===== src/rtl/core/usc_pkg.sv =====
// ----------------------------------------------------------------------------
// usc_pkg
// Shared types, codes and helpers for the URL suffix type classifier.
// ----------------------------------------------------------------------------
package usc_pkg;

	// Fixed field widths
	localparam int CHAR_W     = 8;
	localparam int LEN_W      = 4;
	localparam int TYPE_W     = 8;
	localparam int KEY_PORT_W = 64;
	localparam int INDEX_W    = 4;
	localparam int STATUS_W   = 2;

	// Request opcodes
	localparam logic [1:0] OP_ADD   = 2'd0;
	localparam logic [1:0] OP_CLEAR = 2'd1;
	localparam logic [1:0] OP_CHAR  = 2'd2;
	localparam logic [1:0] OP_END   = 2'd3;

	// Result status codes
	localparam logic [STATUS_W-1:0] STAT_OK   = 2'd0;
	localparam logic [STATUS_W-1:0] STAT_MISS = 2'd1;
	localparam logic [STATUS_W-1:0] STAT_FULL = 2'd2;

	// Characters that steer suffix tracking
	localparam logic [CHAR_W-1:0] CH_SLASH  = 8'h2F;
	localparam logic [CHAR_W-1:0] CH_BSLASH = 8'h5C;
	localparam logic [CHAR_W-1:0] CH_COLON  = 8'h3A;
	localparam logic [CHAR_W-1:0] CH_DOT    = 8'h2E;

	// Controller states
	typedef enum logic [0:0] {
		ST_IDLE,
		ST_SCAN
	} state_t;

	// Controller to datapath commands
	typedef struct packed {
		logic add;
		logic clear;
		logic take_char;
		logic begin_scan;
		logic issue;
		logic finish;
	} ctrl_t;

	// Datapath to controller status
	typedef struct packed {
		logic more;
		logic hit;
		logic exhausted;
	} stat_t;

	// Fold lower-case ASCII letters to upper case
	function automatic logic [CHAR_W-1:0] fold(input logic [CHAR_W-1:0] c);
		logic [CHAR_W-1:0] r;
		r = c;
		if ((c >= 8'h61) && (c <= 8'h7A)) begin
			r = c - 8'h20;
		end
		return r;
	endfunction

endpackage


===== src/rtl/core/usc_ram.sv =====
// ----------------------------------------------------------------------------
// usc_ram
// Generic single-write, single-read RAM with registered read data.
// ----------------------------------------------------------------------------
module usc_ram #(
	parameter int WIDTH = 8,
	parameter int DEPTH = 16
) (
	input  logic                                  clk,
	input  logic                                  we,
	input  logic [((DEPTH > 1) ? $clog2(DEPTH) : 1)-1:0] waddr,
	input  logic [WIDTH-1:0]                      wdata,
	input  logic [((DEPTH > 1) ? $clog2(DEPTH) : 1)-1:0] raddr,
	output logic [WIDTH-1:0]                      rdata
);

	logic [WIDTH-1:0] mem_q [DEPTH];

	// Write port
	always_ff @(posedge clk) begin
		if (we) begin
			mem_q[waddr] <= wdata;
		end
	end

	// Registered read port
	always_ff @(posedge clk) begin
		rdata <= mem_q[raddr];
	end

endmodule


===== src/rtl/core/usc_datapath.sv =====
// ----------------------------------------------------------------------------
// usc_datapath
// Suffix tracking, entry table, sequential lookup scan and result registers.
// ----------------------------------------------------------------------------
module usc_datapath #(
	parameter int TABLE_DEPTH = 16,
	parameter int KEY_CHARS   = 8
) (
	input  logic                                clk,
	input  logic                                arst_n,
	input  usc_pkg::ctrl_t                      ctrl,
	output usc_pkg::stat_t                      stat,
	input  logic [usc_pkg::CHAR_W-1:0]          url_char,
	input  logic [usc_pkg::KEY_PORT_W-1:0]      entry_key,
	input  logic [usc_pkg::LEN_W-1:0]           entry_len,
	input  logic [usc_pkg::TYPE_W-1:0]          entry_type,
	input  logic                                cfg_valid,
	input  logic [usc_pkg::TYPE_W-1:0]          cfg_data,
	output logic                                done,
	output logic [usc_pkg::STATUS_W-1:0]        status,
	output logic [usc_pkg::TYPE_W-1:0]          type_code,
	output logic [usc_pkg::INDEX_W-1:0]         match_index
);

	localparam int KEY_W  = KEY_CHARS * usc_pkg::CHAR_W;
	localparam int WORD_W = KEY_W + usc_pkg::LEN_W + usc_pkg::TYPE_W;
	localparam int IDX_W  = (TABLE_DEPTH > 1) ? $clog2(TABLE_DEPTH) : 1;
	localparam int CNT_W  = $clog2(TABLE_DEPTH + 1);
	localparam int EXT_W  = CNT_W + usc_pkg::INDEX_W;
	localparam logic [usc_pkg::LEN_W-1:0] KEY_LEN_MAX = usc_pkg::LEN_W'(KEY_CHARS);

	// Configuration and table fill state
	logic [usc_pkg::TYPE_W-1:0] unknown_q;
	logic [CNT_W-1:0]           count_q;

	// Suffix tracking
	logic [KEY_W-1:0]           sfx_buf_q;
	logic [usc_pkg::LEN_W-1:0]  sfx_len_q;
	logic                       sfx_ovf_q;
	logic                       dot_q;

	// Scan pointer and read stage
	logic [CNT_W-1:0]           scan_idx_q;
	logic                       pend_s1;
	logic [CNT_W-1:0]           idx_s1;

	// Result registers
	logic                       done_q;
	logic [usc_pkg::STATUS_W-1:0] status_q;
	logic [usc_pkg::TYPE_W-1:0] type_q;
	logic [usc_pkg::INDEX_W-1:0] index_q;

	logic                       full;
	logic [usc_pkg::LEN_W-1:0]  len_sat;
	logic [KEY_W-1:0]           key_masked;
	logic [KEY_W-1:0]           sfx_appended;
	logic [WORD_W-1:0]          wr_word;
	logic [WORD_W-1:0]          rd_word;
	logic [KEY_W-1:0]           rd_key;
	logic [usc_pkg::LEN_W-1:0]  rd_len;
	logic [usc_pkg::TYPE_W-1:0] rd_type;
	logic                       key_eq;
	logic                       eligible;
	logic [EXT_W-1:0]           add_idx_ext;
	logic [EXT_W-1:0]           hit_idx_ext;

	assign full     = (count_q == CNT_W'(TABLE_DEPTH));
	assign eligible = dot_q && !sfx_ovf_q;
	assign len_sat  = (entry_len > KEY_LEN_MAX) ? KEY_LEN_MAX : entry_len;

	// Zero key bytes beyond the entry length
	always_comb begin
		for (int k = 0; k < KEY_CHARS; k++) begin
			if (usc_pkg::LEN_W'(k) < len_sat) begin
				key_masked[k*usc_pkg::CHAR_W +: usc_pkg::CHAR_W] =
					entry_key[k*usc_pkg::CHAR_W +: usc_pkg::CHAR_W];
			end else begin
				key_masked[k*usc_pkg::CHAR_W +: usc_pkg::CHAR_W] = '0;
			end
		end
	end

	// Place the incoming byte at the current suffix length
	always_comb begin
		sfx_appended = sfx_buf_q;
		for (int k = 0; k < KEY_CHARS; k++) begin
			if (usc_pkg::LEN_W'(k) == sfx_len_q) begin
				sfx_appended[k*usc_pkg::CHAR_W +: usc_pkg::CHAR_W] = url_char;
			end
		end
	end

	assign wr_word = {entry_type, len_sat, key_masked};

	// Entry table
	usc_ram #(
		.WIDTH(WORD_W),
		.DEPTH(TABLE_DEPTH)
	) u_table (
		.clk   (clk),
		.we    (ctrl.add && !full),
		.waddr (count_q[IDX_W-1:0]),
		.wdata (wr_word),
		.raddr (scan_idx_q[IDX_W-1:0]),
		.rdata (rd_word)
	);

	assign rd_key  = rd_word[KEY_W-1:0];
	assign rd_len  = rd_word[KEY_W +: usc_pkg::LEN_W];
	assign rd_type = rd_word[KEY_W + usc_pkg::LEN_W +: usc_pkg::TYPE_W];

	// Case-blind compare; bytes past the length are zero on both sides
	always_comb begin
		key_eq = (rd_len == sfx_len_q);
		for (int k = 0; k < KEY_CHARS; k++) begin
			if (usc_pkg::fold(rd_key[k*usc_pkg::CHAR_W +: usc_pkg::CHAR_W]) !=
				usc_pkg::fold(sfx_buf_q[k*usc_pkg::CHAR_W +: usc_pkg::CHAR_W])) begin
				key_eq = 1'b0;
			end
		end
	end

	// Report scan progress
	assign stat.more      = eligible && (scan_idx_q < count_q);
	assign stat.hit       = pend_s1 && key_eq;
	assign stat.exhausted = !stat.more && !pend_s1;

	assign add_idx_ext = EXT_W'(count_q);
	assign hit_idx_ext = EXT_W'(idx_s1);

	// Hold the unknown code
	always_ff @(posedge clk or negedge arst_n) begin
		if (!arst_n) begin
			unknown_q <= '0;
		end else if (cfg_valid) begin
			unknown_q <= cfg_data;
		end
	end

	// Advance or drop the entry count
	always_ff @(posedge clk or negedge arst_n) begin
		if (!arst_n) begin
			count_q <= '0;
		end else if (ctrl.clear) begin
			count_q <= '0;
		end else if (ctrl.add && !full) begin
			count_q <= count_q + 1'b1;
		end
	end

	// Track the text after the last dot of the last path segment
	always_ff @(posedge clk or negedge arst_n) begin
		if (!arst_n) begin
			sfx_buf_q <= '0;
			sfx_len_q <= '0;
			sfx_ovf_q <= 1'b0;
			dot_q     <= 1'b0;
		end else if (ctrl.finish) begin
			sfx_buf_q <= '0;
			sfx_len_q <= '0;
			sfx_ovf_q <= 1'b0;
			dot_q     <= 1'b0;
		end else if (ctrl.take_char) begin
			case (url_char) inside
				usc_pkg::CH_SLASH, usc_pkg::CH_BSLASH, usc_pkg::CH_COLON: begin
					sfx_buf_q <= '0;
					sfx_len_q <= '0;
					sfx_ovf_q <= 1'b0;
					dot_q     <= 1'b0;
				end
				usc_pkg::CH_DOT: begin
					sfx_buf_q <= '0;
					sfx_len_q <= '0;
					sfx_ovf_q <= 1'b0;
					dot_q     <= 1'b1;
				end
				default: begin
					if (dot_q) begin
						if (sfx_len_q < KEY_LEN_MAX) begin
							sfx_buf_q <= sfx_appended;
							sfx_len_q <= sfx_len_q + 1'b1;
						end else begin
							sfx_ovf_q <= 1'b1;
						end
					end
				end
			endcase
		end
	end

	// Step the scan pointer and the read stage
	always_ff @(posedge clk or negedge arst_n) begin
		if (!arst_n) begin
			scan_idx_q <= '0;
			pend_s1    <= 1'b0;
		end else begin
			pend_s1 <= ctrl.issue;
			if (ctrl.begin_scan) begin
				scan_idx_q <= '0;
			end else if (ctrl.issue) begin
				scan_idx_q <= scan_idx_q + 1'b1;
			end
		end
	end

	always_ff @(posedge clk) begin
		idx_s1 <= scan_idx_q;
	end

	// Strobe a result for one cycle
	always_ff @(posedge clk or negedge arst_n) begin
		if (!arst_n) begin
			done_q <= 1'b0;
		end else begin
			done_q <= ctrl.add || ctrl.clear || ctrl.finish;
		end
	end

	// Load the result payload
	always_ff @(posedge clk) begin
		if (ctrl.add) begin
			if (full) begin
				status_q <= usc_pkg::STAT_FULL;
				type_q   <= '0;
				index_q  <= '0;
			end else begin
				status_q <= usc_pkg::STAT_OK;
				type_q   <= entry_type;
				index_q  <= add_idx_ext[usc_pkg::INDEX_W-1:0];
			end
		end else if (ctrl.clear) begin
			status_q <= usc_pkg::STAT_OK;
			type_q   <= '0;
			index_q  <= '0;
		end else if (ctrl.finish) begin
			if (stat.hit) begin
				status_q <= usc_pkg::STAT_OK;
				type_q   <= rd_type;
				index_q  <= hit_idx_ext[usc_pkg::INDEX_W-1:0];
			end else begin
				status_q <= usc_pkg::STAT_MISS;
				type_q   <= unknown_q;
				index_q  <= '0;
			end
		end
	end

	assign done        = done_q;
	assign status      = status_q;
	assign type_code   = type_q;
	assign match_index = index_q;

endmodule


===== src/rtl/core/usc_ctrl.sv =====
// ----------------------------------------------------------------------------
// usc_ctrl
// Request decode and lookup sequencing for the URL suffix type classifier.
// ----------------------------------------------------------------------------
module usc_ctrl (
	input  logic           clk,
	input  logic           arst_n,
	input  logic           start,
	input  logic [1:0]     opcode,
	input  logic           char_is_last,
	input  usc_pkg::stat_t stat,
	output logic           busy,
	output usc_pkg::ctrl_t ctrl
);

	usc_pkg::state_t state_q;
	usc_pkg::state_t state_nxt;
	logic            accept;
	logic            url_end;

	assign accept  = start && (state_q == usc_pkg::ST_IDLE);
	assign url_end = (opcode == usc_pkg::OP_END) ||
		((opcode == usc_pkg::OP_CHAR) && char_is_last);

	// Hold the state
	always_ff @(posedge clk or negedge arst_n) begin
		if (!arst_n) begin
			state_q <= usc_pkg::ST_IDLE;
		end else begin
			state_q <= state_nxt;
		end
	end

	// Next state
	always_comb begin
		state_nxt = state_q;
		case (state_q)
			usc_pkg::ST_IDLE: begin
				if (accept && url_end) begin
					state_nxt = usc_pkg::ST_SCAN;
				end
			end
			usc_pkg::ST_SCAN: begin
				if (stat.hit || stat.exhausted) begin
					state_nxt = usc_pkg::ST_IDLE;
				end
			end
			default: begin
				state_nxt = usc_pkg::ST_IDLE;
			end
		endcase
	end

	// Commands
	always_comb begin
		ctrl = '0;
		busy = 1'b0;
		case (state_q)
			usc_pkg::ST_IDLE: begin
				ctrl.add        = accept && (opcode == usc_pkg::OP_ADD);
				ctrl.clear      = accept && (opcode == usc_pkg::OP_CLEAR);
				ctrl.take_char  = accept && (opcode == usc_pkg::OP_CHAR);
				ctrl.begin_scan = accept && url_end;
			end
			usc_pkg::ST_SCAN: begin
				busy        = 1'b1;
				ctrl.issue  = stat.more && !stat.hit;
				ctrl.finish = stat.hit || stat.exhausted;
			end
			default: begin
				busy = 1'b0;
			end
		endcase
	end

endmodule


===== src/rtl/core/url_suffix_type_classifier_top.sv =====
// ----------------------------------------------------------------------------
// url_suffix_type_classifier_top
// Suffix table with streaming URL suffix tracking and case-blind lookup.
// ----------------------------------------------------------------------------
// Usage
//   A request is taken at a clock edge with start high and busy low. opcode
//   selects add entry, clear table, URL character or URL end; the other fields
//   are read only where the opcode needs them.
//   Results appear on status, type_code and match_index for exactly one cycle
//   with done high; the receiver cannot stall them.
//   Add, clear and a URL character that does not end the URL finish in the
//   cycle of acceptance; add and clear give a result on the next cycle, and a
//   new request may be taken in that same cycle.
//   A URL end walks the table one entry per cycle through the registered read
//   port of the entry memory: busy stays high until a hit, until all entries
//   have been examined on a miss, or until it is seen that no usable suffix
//   exists or the table is empty; done is high in the first cycle with busy
//   low again. The unknown code is written through cfg_valid/cfg_data
//   (cfg_ready is always high); the user must write it only while no request
//   is in flight, which the block itself does not enforce.
//   Reset empties the table, clears suffix tracking and sets the unknown code
//   to zero; table contents are not cleared.
// ----------------------------------------------------------------------------
module url_suffix_type_classifier_top #(
	parameter int TABLE_DEPTH = 16,
	parameter int KEY_CHARS   = 8
) (
	input  logic                           clk,
	input  logic                           arst_n,
	input  logic                           start,
	output logic                           busy,
	input  logic [1:0]                     opcode,
	input  logic [usc_pkg::CHAR_W-1:0]     url_char,
	input  logic                           char_is_last,
	input  logic [usc_pkg::KEY_PORT_W-1:0] entry_key,
	input  logic [usc_pkg::LEN_W-1:0]      entry_len,
	input  logic [usc_pkg::TYPE_W-1:0]     entry_type,
	input  logic                           cfg_valid,
	output logic                           cfg_ready,
	input  logic [usc_pkg::TYPE_W-1:0]     cfg_data,
	output logic                           done,
	output logic [usc_pkg::STATUS_W-1:0]   status,
	output logic [usc_pkg::TYPE_W-1:0]     type_code,
	output logic [usc_pkg::INDEX_W-1:0]    match_index
);

	usc_pkg::ctrl_t ctrl;
	usc_pkg::stat_t stat;

	assign cfg_ready = 1'b1;

	usc_ctrl u_ctrl (
		.clk          (clk),
		.arst_n       (arst_n),
		.start        (start),
		.opcode       (opcode),
		.char_is_last (char_is_last),
		.stat         (stat),
		.busy         (busy),
		.ctrl         (ctrl)
	);

	usc_datapath #(
		.TABLE_DEPTH (TABLE_DEPTH),
		.KEY_CHARS   (KEY_CHARS)
	) u_datapath (
		.clk         (clk),
		.arst_n      (arst_n),
		.ctrl        (ctrl),
		.stat        (stat),
		.url_char    (url_char),
		.entry_key   (entry_key),
		.entry_len   (entry_len),
		.entry_type  (entry_type),
		.cfg_valid   (cfg_valid),
		.cfg_data    (cfg_data),
		.done        (done),
		.status      (status),
		.type_code   (type_code),
		.match_index (match_index)
	);

endmodule


===== config.mk =====
export PLATFORM = sky130hd
export DESIGN_NAME = url_suffix_type_classifier_top
export DESIGN_NICKNAME = d
export VERILOG_FILES = /design/src/rtl/core/usc_pkg.sv /design/src/rtl/core/usc_ram.sv /design/src/rtl/core/usc_datapath.sv /design/src/rtl/core/usc_ctrl.sv /design/src/rtl/core/url_suffix_type_classifier_top.sv
export SDC_FILE = /design/constraint.sdc
export NUM_CORES = 1
export LEC_CHECK = 0
export ABC_AREA = 0
export BUFFER_PORTS_ARGS = -buffer_cell sky130_fd_sc_hd__buf_2
export CAP_MARGIN = 30
export CORE_UTILIZATION = 67
export DETAILED_ROUTE_END_ITERATION = 8
export GPL_ROUTABILITY_DRIVEN = 0
export PLACE_DENSITY_LB_ADDON = 0.12
export SLEW_MARGIN = 20
export SYNTH_ARGS = -nofsm -noshare
export SYNTH_HDL_FRONTEND = slang
export SYNTH_SLANG_ARGS = --single-unit
export TNS_END_PERCENT = 20

===== constraint.sdc =====
create_clock -name clk -period 15.3 [get_ports clk]
set_input_delay 3.06 -clock clk [delete_from_list [all_inputs] [get_ports clk]]
set_output_delay 3.06 -clock clk [all_outputs]
set_load 0.02 [all_outputs]

==> Word-level counts from Yosys, hierarchy flattened <==
Memories as Yosys holds them, arrays and structs flattened. A register that Yosys moved wholly into a read port is not among the register bits.
Index checks and enable logic that the tools add are counted.
{ "op_classes": {"n_addsub": 19, "order_cmp": 43, "eq_ne": 25, "mux": 90, "n_bitwise": 1, "n_reduce_logical": 66} }
{ "ops": {"columns": ["op", "n"], "rows": [
  ["$mux W64", 6],
  ["$mux W8", 37],
  ["$ge A8 B7 Y1 const B", 16],
  ["$le A8 B7 Y1 const B", 16],
  ["$sub A8 B6 Y8 const B", 16],
  ["$ne A8 B8 Y1", 8],
  ["$mux W4", 13],
  ["$reduce_bool A4 Y1", 10],
  ["$reduce_and A4 Y1", 8],
  ["$logic_and A1 B1 Y1", 28],
  ["$eq A8 B6 Y1 const B", 3],
  ["$mux W1", 24],
  ["$mux W5", 4],
  ["$eq A3 B4 Y1 const A", 4],
  ["$lt A3 B4 Y1 const A", 4],
  ["$add A5 B1 Y5 const B", 2],
  ["$mux W2", 5],
  ["$eq A2 B4 Y1 const A", 2],
  ["$eq A8 B7 Y1 const B", 1],
  ["$lt A1 B4 Y1 const A", 2],
  ["$lt A2 B4 Y1 const A", 2],
  ["$reduce_and A3 Y1", 2],
  ["$reduce_bool A2 Y1", 3],
  ["$reduce_bool A3 Y1", 2],
  ["other kinds (18)", 26]
]} }
{ "totals": {"regBits": 109, "mem_bits_rw": 1216, "in_bits": 99, "output_inout_bits": 17, "wordCells": 266, "n_memories": 1} }
{ "memory_table": {"columns": ["name", "depth", "word_bits", "rd", "rd_clocked_by_memory_dff", "wr", "line", "rtl"], "rows": [
  ["u_datapath.u_table.mem_q", 16, 76, 1, 1, 1, "usc_ram.sv:17", "logic [WIDTH-1:0] mem_q [DEPTH];"]
]} }

==> Logic depth before layout (Yosys ltp) <==
{ "logic_depth": {"ltp_word": 19, "mapped_depth": 13, "mapped_depth_nobuf": 11} }

==> Hierarchy <==
From an unflattened synthesis, not the netlist that was laid out.
{ "hier_totals": {"hier_cells": 2804, "area_unflattened_um2": 54487.3} }
{ "modules_own_cells": {"columns": ["module", "instances", "cells_each", "area_per_inst_um2", "seq_area_each_um2"], "rows": [
  ["usc_ram", 1, 1952, 46993.8, 38036.5],
  ["usc_datapath", 1, 837, 7389.6, 2752.6],
  ["usc_ctrl", 1, 13, 92.6, 25.0],
  ["url_suffix_type_classifier_top", 1, 2, 11.3, 0.0]
]} }

==> Worst setup path after synthesis <==
OpenSTA, ideal clock, no wires.
{ "synth_path": {"path_type": "in2reg", "from": "input port opcode[1]", "to": "memory u_datapath.u_table.mem_q[3][0] (netlist name) (enable)", "setup_time_ps": 603, "t_arrival_ps": 9421, "required_time_ps": 14697, "slack_ps": 5276, "cell_stages": 5, "n_path_buf": 1, "cell_sequence": "or3b_2 > clkbuf_1 > nor3b_2 > nand2_1 > nor3_1"} }
{ "synth_via": {"elab_chain_len": 6} }
{ "synth_rtl": {"columns": ["item", "line", "rtl"], "rows": [
  ["start: declaration", "url_suffix_type_classifier_top.sv:32", "input logic [1:0] opcode,"],
  ["$logic_not A2 Y1", "usc_ctrl.sv:60", "ctrl.add = accept && (opcode == usc_pkg::OP_ADD);"],
  ["$logic_and A1 B1 Y1", "usc_ctrl.sv:60", null],
  ["$mux W4", "usc_ctrl.sv:58", "case (state_q)"],
  ["$logic_and A1 B1 Y1", "usc_datapath.sv:101", ".we (ctrl.add && !full),"],
  ["$mux W1", "usc_ram.sv:21", "if (we) begin"],
  ["$mux W1 (not written as such)", "usc_ram.sv:22", "mem_q[waddr] <= wdata;"],
  ["end: declaration", "usc_ram.sv:17", null]
]} }
Every way passes these cells.

==> Final worst setup path <==
{ "layout_path": {"from": "input port opcode[1]", "to": "memory u_datapath.u_table.mem_q[1][22] (netlist name) (enable)"} }
The elaborated chain is that of the path after synthesis.

==> results.cfg <==
[logic_synthesis]
synth_enable_flop_cells = 1230
ys_top_cells_by_count = edfxtp_1 (1230), mux4_2 (380), nand2_1 (92)
synth_largest_area_cell = edfxtp_1
synth.distinct_cells = 74
synth_area_mm2 = 0.0551
synth_top_flop_cell = edfxtp_1
syn_nets = 2779
syn_area_per_cell_um2 = 20.8
netlist_instances = 2651
ys_seq_elements = 1401
ys_top_cells_by_area = edfxtp_1 (67%), mux4_2 (16%), dfrtp_1 (4.1%)
yosys_warnings = 0
ys_seq_area_share_pct = 74.0
synth.most_common_cell = edfxtp_1
async_reset_ff_share_pct = 6.50
synth.top_cell.area_share_pct = 67.0

[floorplan]
dieHeight_um = 289
die-area_mm2 = 0.0835
num_io_pins = 116
num_rows = 104
dieWidth_um = 289
coreArea_mm2 = 0.0809
initial_core_util_pct = 68.1

[setup_path]
crit_path_max_fanout = 56
arrival_ps = 6820
start_kind = primary input
crit_path_end_kind = register
critical_path_class = primary input to register
cp_data_required_time_ps = 15650

[layout]
fin_nets = 3008
design_area_mm2 = 0.0618
drive_gt1_share_pct = 30.0
final_util_pct = 76.3
area_growth_pct = 12.1

[clock_tree]
cts_hold_buffers = 0
cts_tree = done
clkTransAtPathRegs_ps = 60
h-tree-depth = 4
cts.sinks = 1401
post_cts_buffers = 0
cts-resized-gates = 0
root_buffer = clkbuf_16
clk_latency_ps = 740
cts_inserted_buffers = 136
cts_buffer_depth = 3

[pwr]
vdd_drop_max_uv = 112
p_switching_mw = 1.67
p_clk_share_pct = 41.2
p_seq_share_pct = 55.1
leakagePower_nw = 20.1
power_frac_comb_pct = 3.8
power_density_mw_per_mm2 = 126
switching_share_pct = 21.5
p_int_mw = 6.09

[sta]
fin_skew_ps = 29.4
hold_viol_final = 0
timing.final.crit_share_pct = 42.3
max_freq_mhz = 155
finalSetupViolations = 0
tightest_slew_ps = 1050
min_period_ps = 6470
slew_headroom_pct = 30.0
grt_setup_unrepaired = no
finalMaxSlewViolations = 0
fin_setup_tns_ps = 0

[routing]
drt-total-wl_um = 131000
drt-vias-per-instance = 6.91
drcViolationCount = 0
dr_total_vias = 28000
wl_met1_um = 49700
post_drt_wl_per_cell_um = 32.4
wl_met2_um = 63900
ant_nets = 0
wl_met3_um = 13100
drt_first_pass_iters = 5
highest_layer = met5
drt_iter0_markers = 3401

[global_routing]
grt_pass1_vias = 28300
grt.total_usage_pct = 32.5
grt_max_degree = 148
gr-total-overflow = 0
grt_pass1_wl_um = 191000
antenna_found_initial = 6

[placed_design]
hpwlAfterDp_um = 74300
io_buffer_count = 114
placed_area_mm2 = 0.0572

[job]
maxCapViolations = 0

[run_status]
outcome = finished clean

[hold_path]
hp-class = register to register
## placed cells by master (no fill, tap or decap), types with 7 or more instances in the layout
cell type	instances
o22ai_1	9
mux4_2	380
edfxtp_1	1230
clkbuf_4	10
nand3_1	22
o2bb2ai_1	7
o31ai_1	19
dfxtp_1	80
nor3_1	22
mux2_2	8
clkinv_2	20
a22oi_1	14
mux2i_1	51
nor2b_2	10
clkinv_1	20
clkbuf_1	38
inv_1	57
nor2b_1	46
and2_1	30
nor2_1	38
nor2_4	71
buf_4	66
ha_1	29
o211ai_1	9
xor2_1	22
o21ai_2	8
clkbuf_16	139
o21bai_1	7
dfrtp_1	87
a21oi_1	32
o21ai_0	11
nand2_1	92
xnor2_1	32
nand4_1	14
buf_2	118
buf_16	8
## power by group through the flow
stage               combinational, mW  clock [mW]  sequential (mW)
global route                    0.311        3.36             4.27
floorplan                       0.162           0             4.34
CTS                             0.283        3.22             4.27
finish                          0.293        3.19             4.27
global placement                0.263           0             4.35
detailed placement              0.278           0             4.35
## metrics by stage
stage                     worst slack [ps]  total power, mW  hold WS (ps)  instances
after detailed placement              8040             4.63           505       3767
after global routing                  8640             7.95           537       4048
final                                 8830             7.76           526       4052
after floorplan                       5280             4.50           372       2651
after global placement                7300             4.61           510       3749
after CTS                             8820             7.78           525       4013
## flip-flops by register name, indices dropped and copies added (netlist names)
signal                    flops
u_datapath.count_q            5
u_datapath.sfx_buf_q         64
u_datapath.unknown_q          8
u_datapath.type_code          8
u_datapath.sfx_len_q          4
u_datapath.scan_idx_q         5
u_datapath.sfx_ovf_q          1
u_datapath.idx_s1             4
u_datapath.u_table.mem_q   1216
u_ctrl.state_q                1
u_datapath.match_index        4
u_datapath.status             2
u_datapath.dot_q              1
u_datapath.pend_s1            1
u_datapath.done               1
u_datapath.u_table.rdata     76
## kinds of logic (layout without fill, tap and decap cells)
logic type               count (synthesis)  in the layout  share of synthesized area (%)
XOR/XNOR                                54             54                          0.858
buffers and inverters                  173            510                           1.42
AND/OR/NAND/NOR                        389            389                           4.31
AO/OA/AOI/OAI                          165            165                           2.12
adder cells (fa/ha/maj)                 29             29                          0.658
other                                    1              5                        0.00680
flip-flops                            1401           1401                           74.0
multiplexers                           439            439                           16.6
## layer usage
| layer | GRT usage (%) | vias to the layer above |
|---|---|---|
| met2 | 51.0 | 1754 |
| met1 | 46.4 | 14600 |
| li1 | - | 11300 |
| met4 | 11.9 | 4 |
| met5 | 0 | - |
| met3 | 6.65 | 278 |
## final cells by class
cell class              instances  area (µm²)
diodes                          4        10.0
clock buffers                 183        3700
clock inverters                63         522
fillers                      4239       19100
inverters                      57         214
multi-input cells            1077       13700
flip-flops and latches       1401       40800
well taps                    1060        1330
repair buffers                207        1460
## final timing paths
check                                         startpoint  slack (ps)                              end  cells after the start
worst max-delay path                           opcode[1]        8830  u_datapath.u_table.mem_q[1][22]                      8
worst min-delay path             u_datapath.unknown_q[1]         530          u_datapath.unknown_q[1]                      1
worst max register to register  u_datapath.scan_idx_q[0]        9750     u_datapath.u_table.rdata[14]                      6
worst min register to register   u_datapath.unknown_q[1]         530          u_datapath.unknown_q[1]                      1
max in group asynchronous                         arst_n       11860          u_datapath.sfx_buf_q[7]                      2
min in group asynchronous                         arst_n        2240          u_datapath.unknown_q[6]                      1
## worst max-delay path, stage by stage
cell     delay, ps
buf_2          120
or3b_2         660
nor3b_2        550
buf_6          240
nand2_1        250
nor3_4         710
buf_4          320
buf_4          780
No activity file was read; power rests on OpenSTA's default activity.
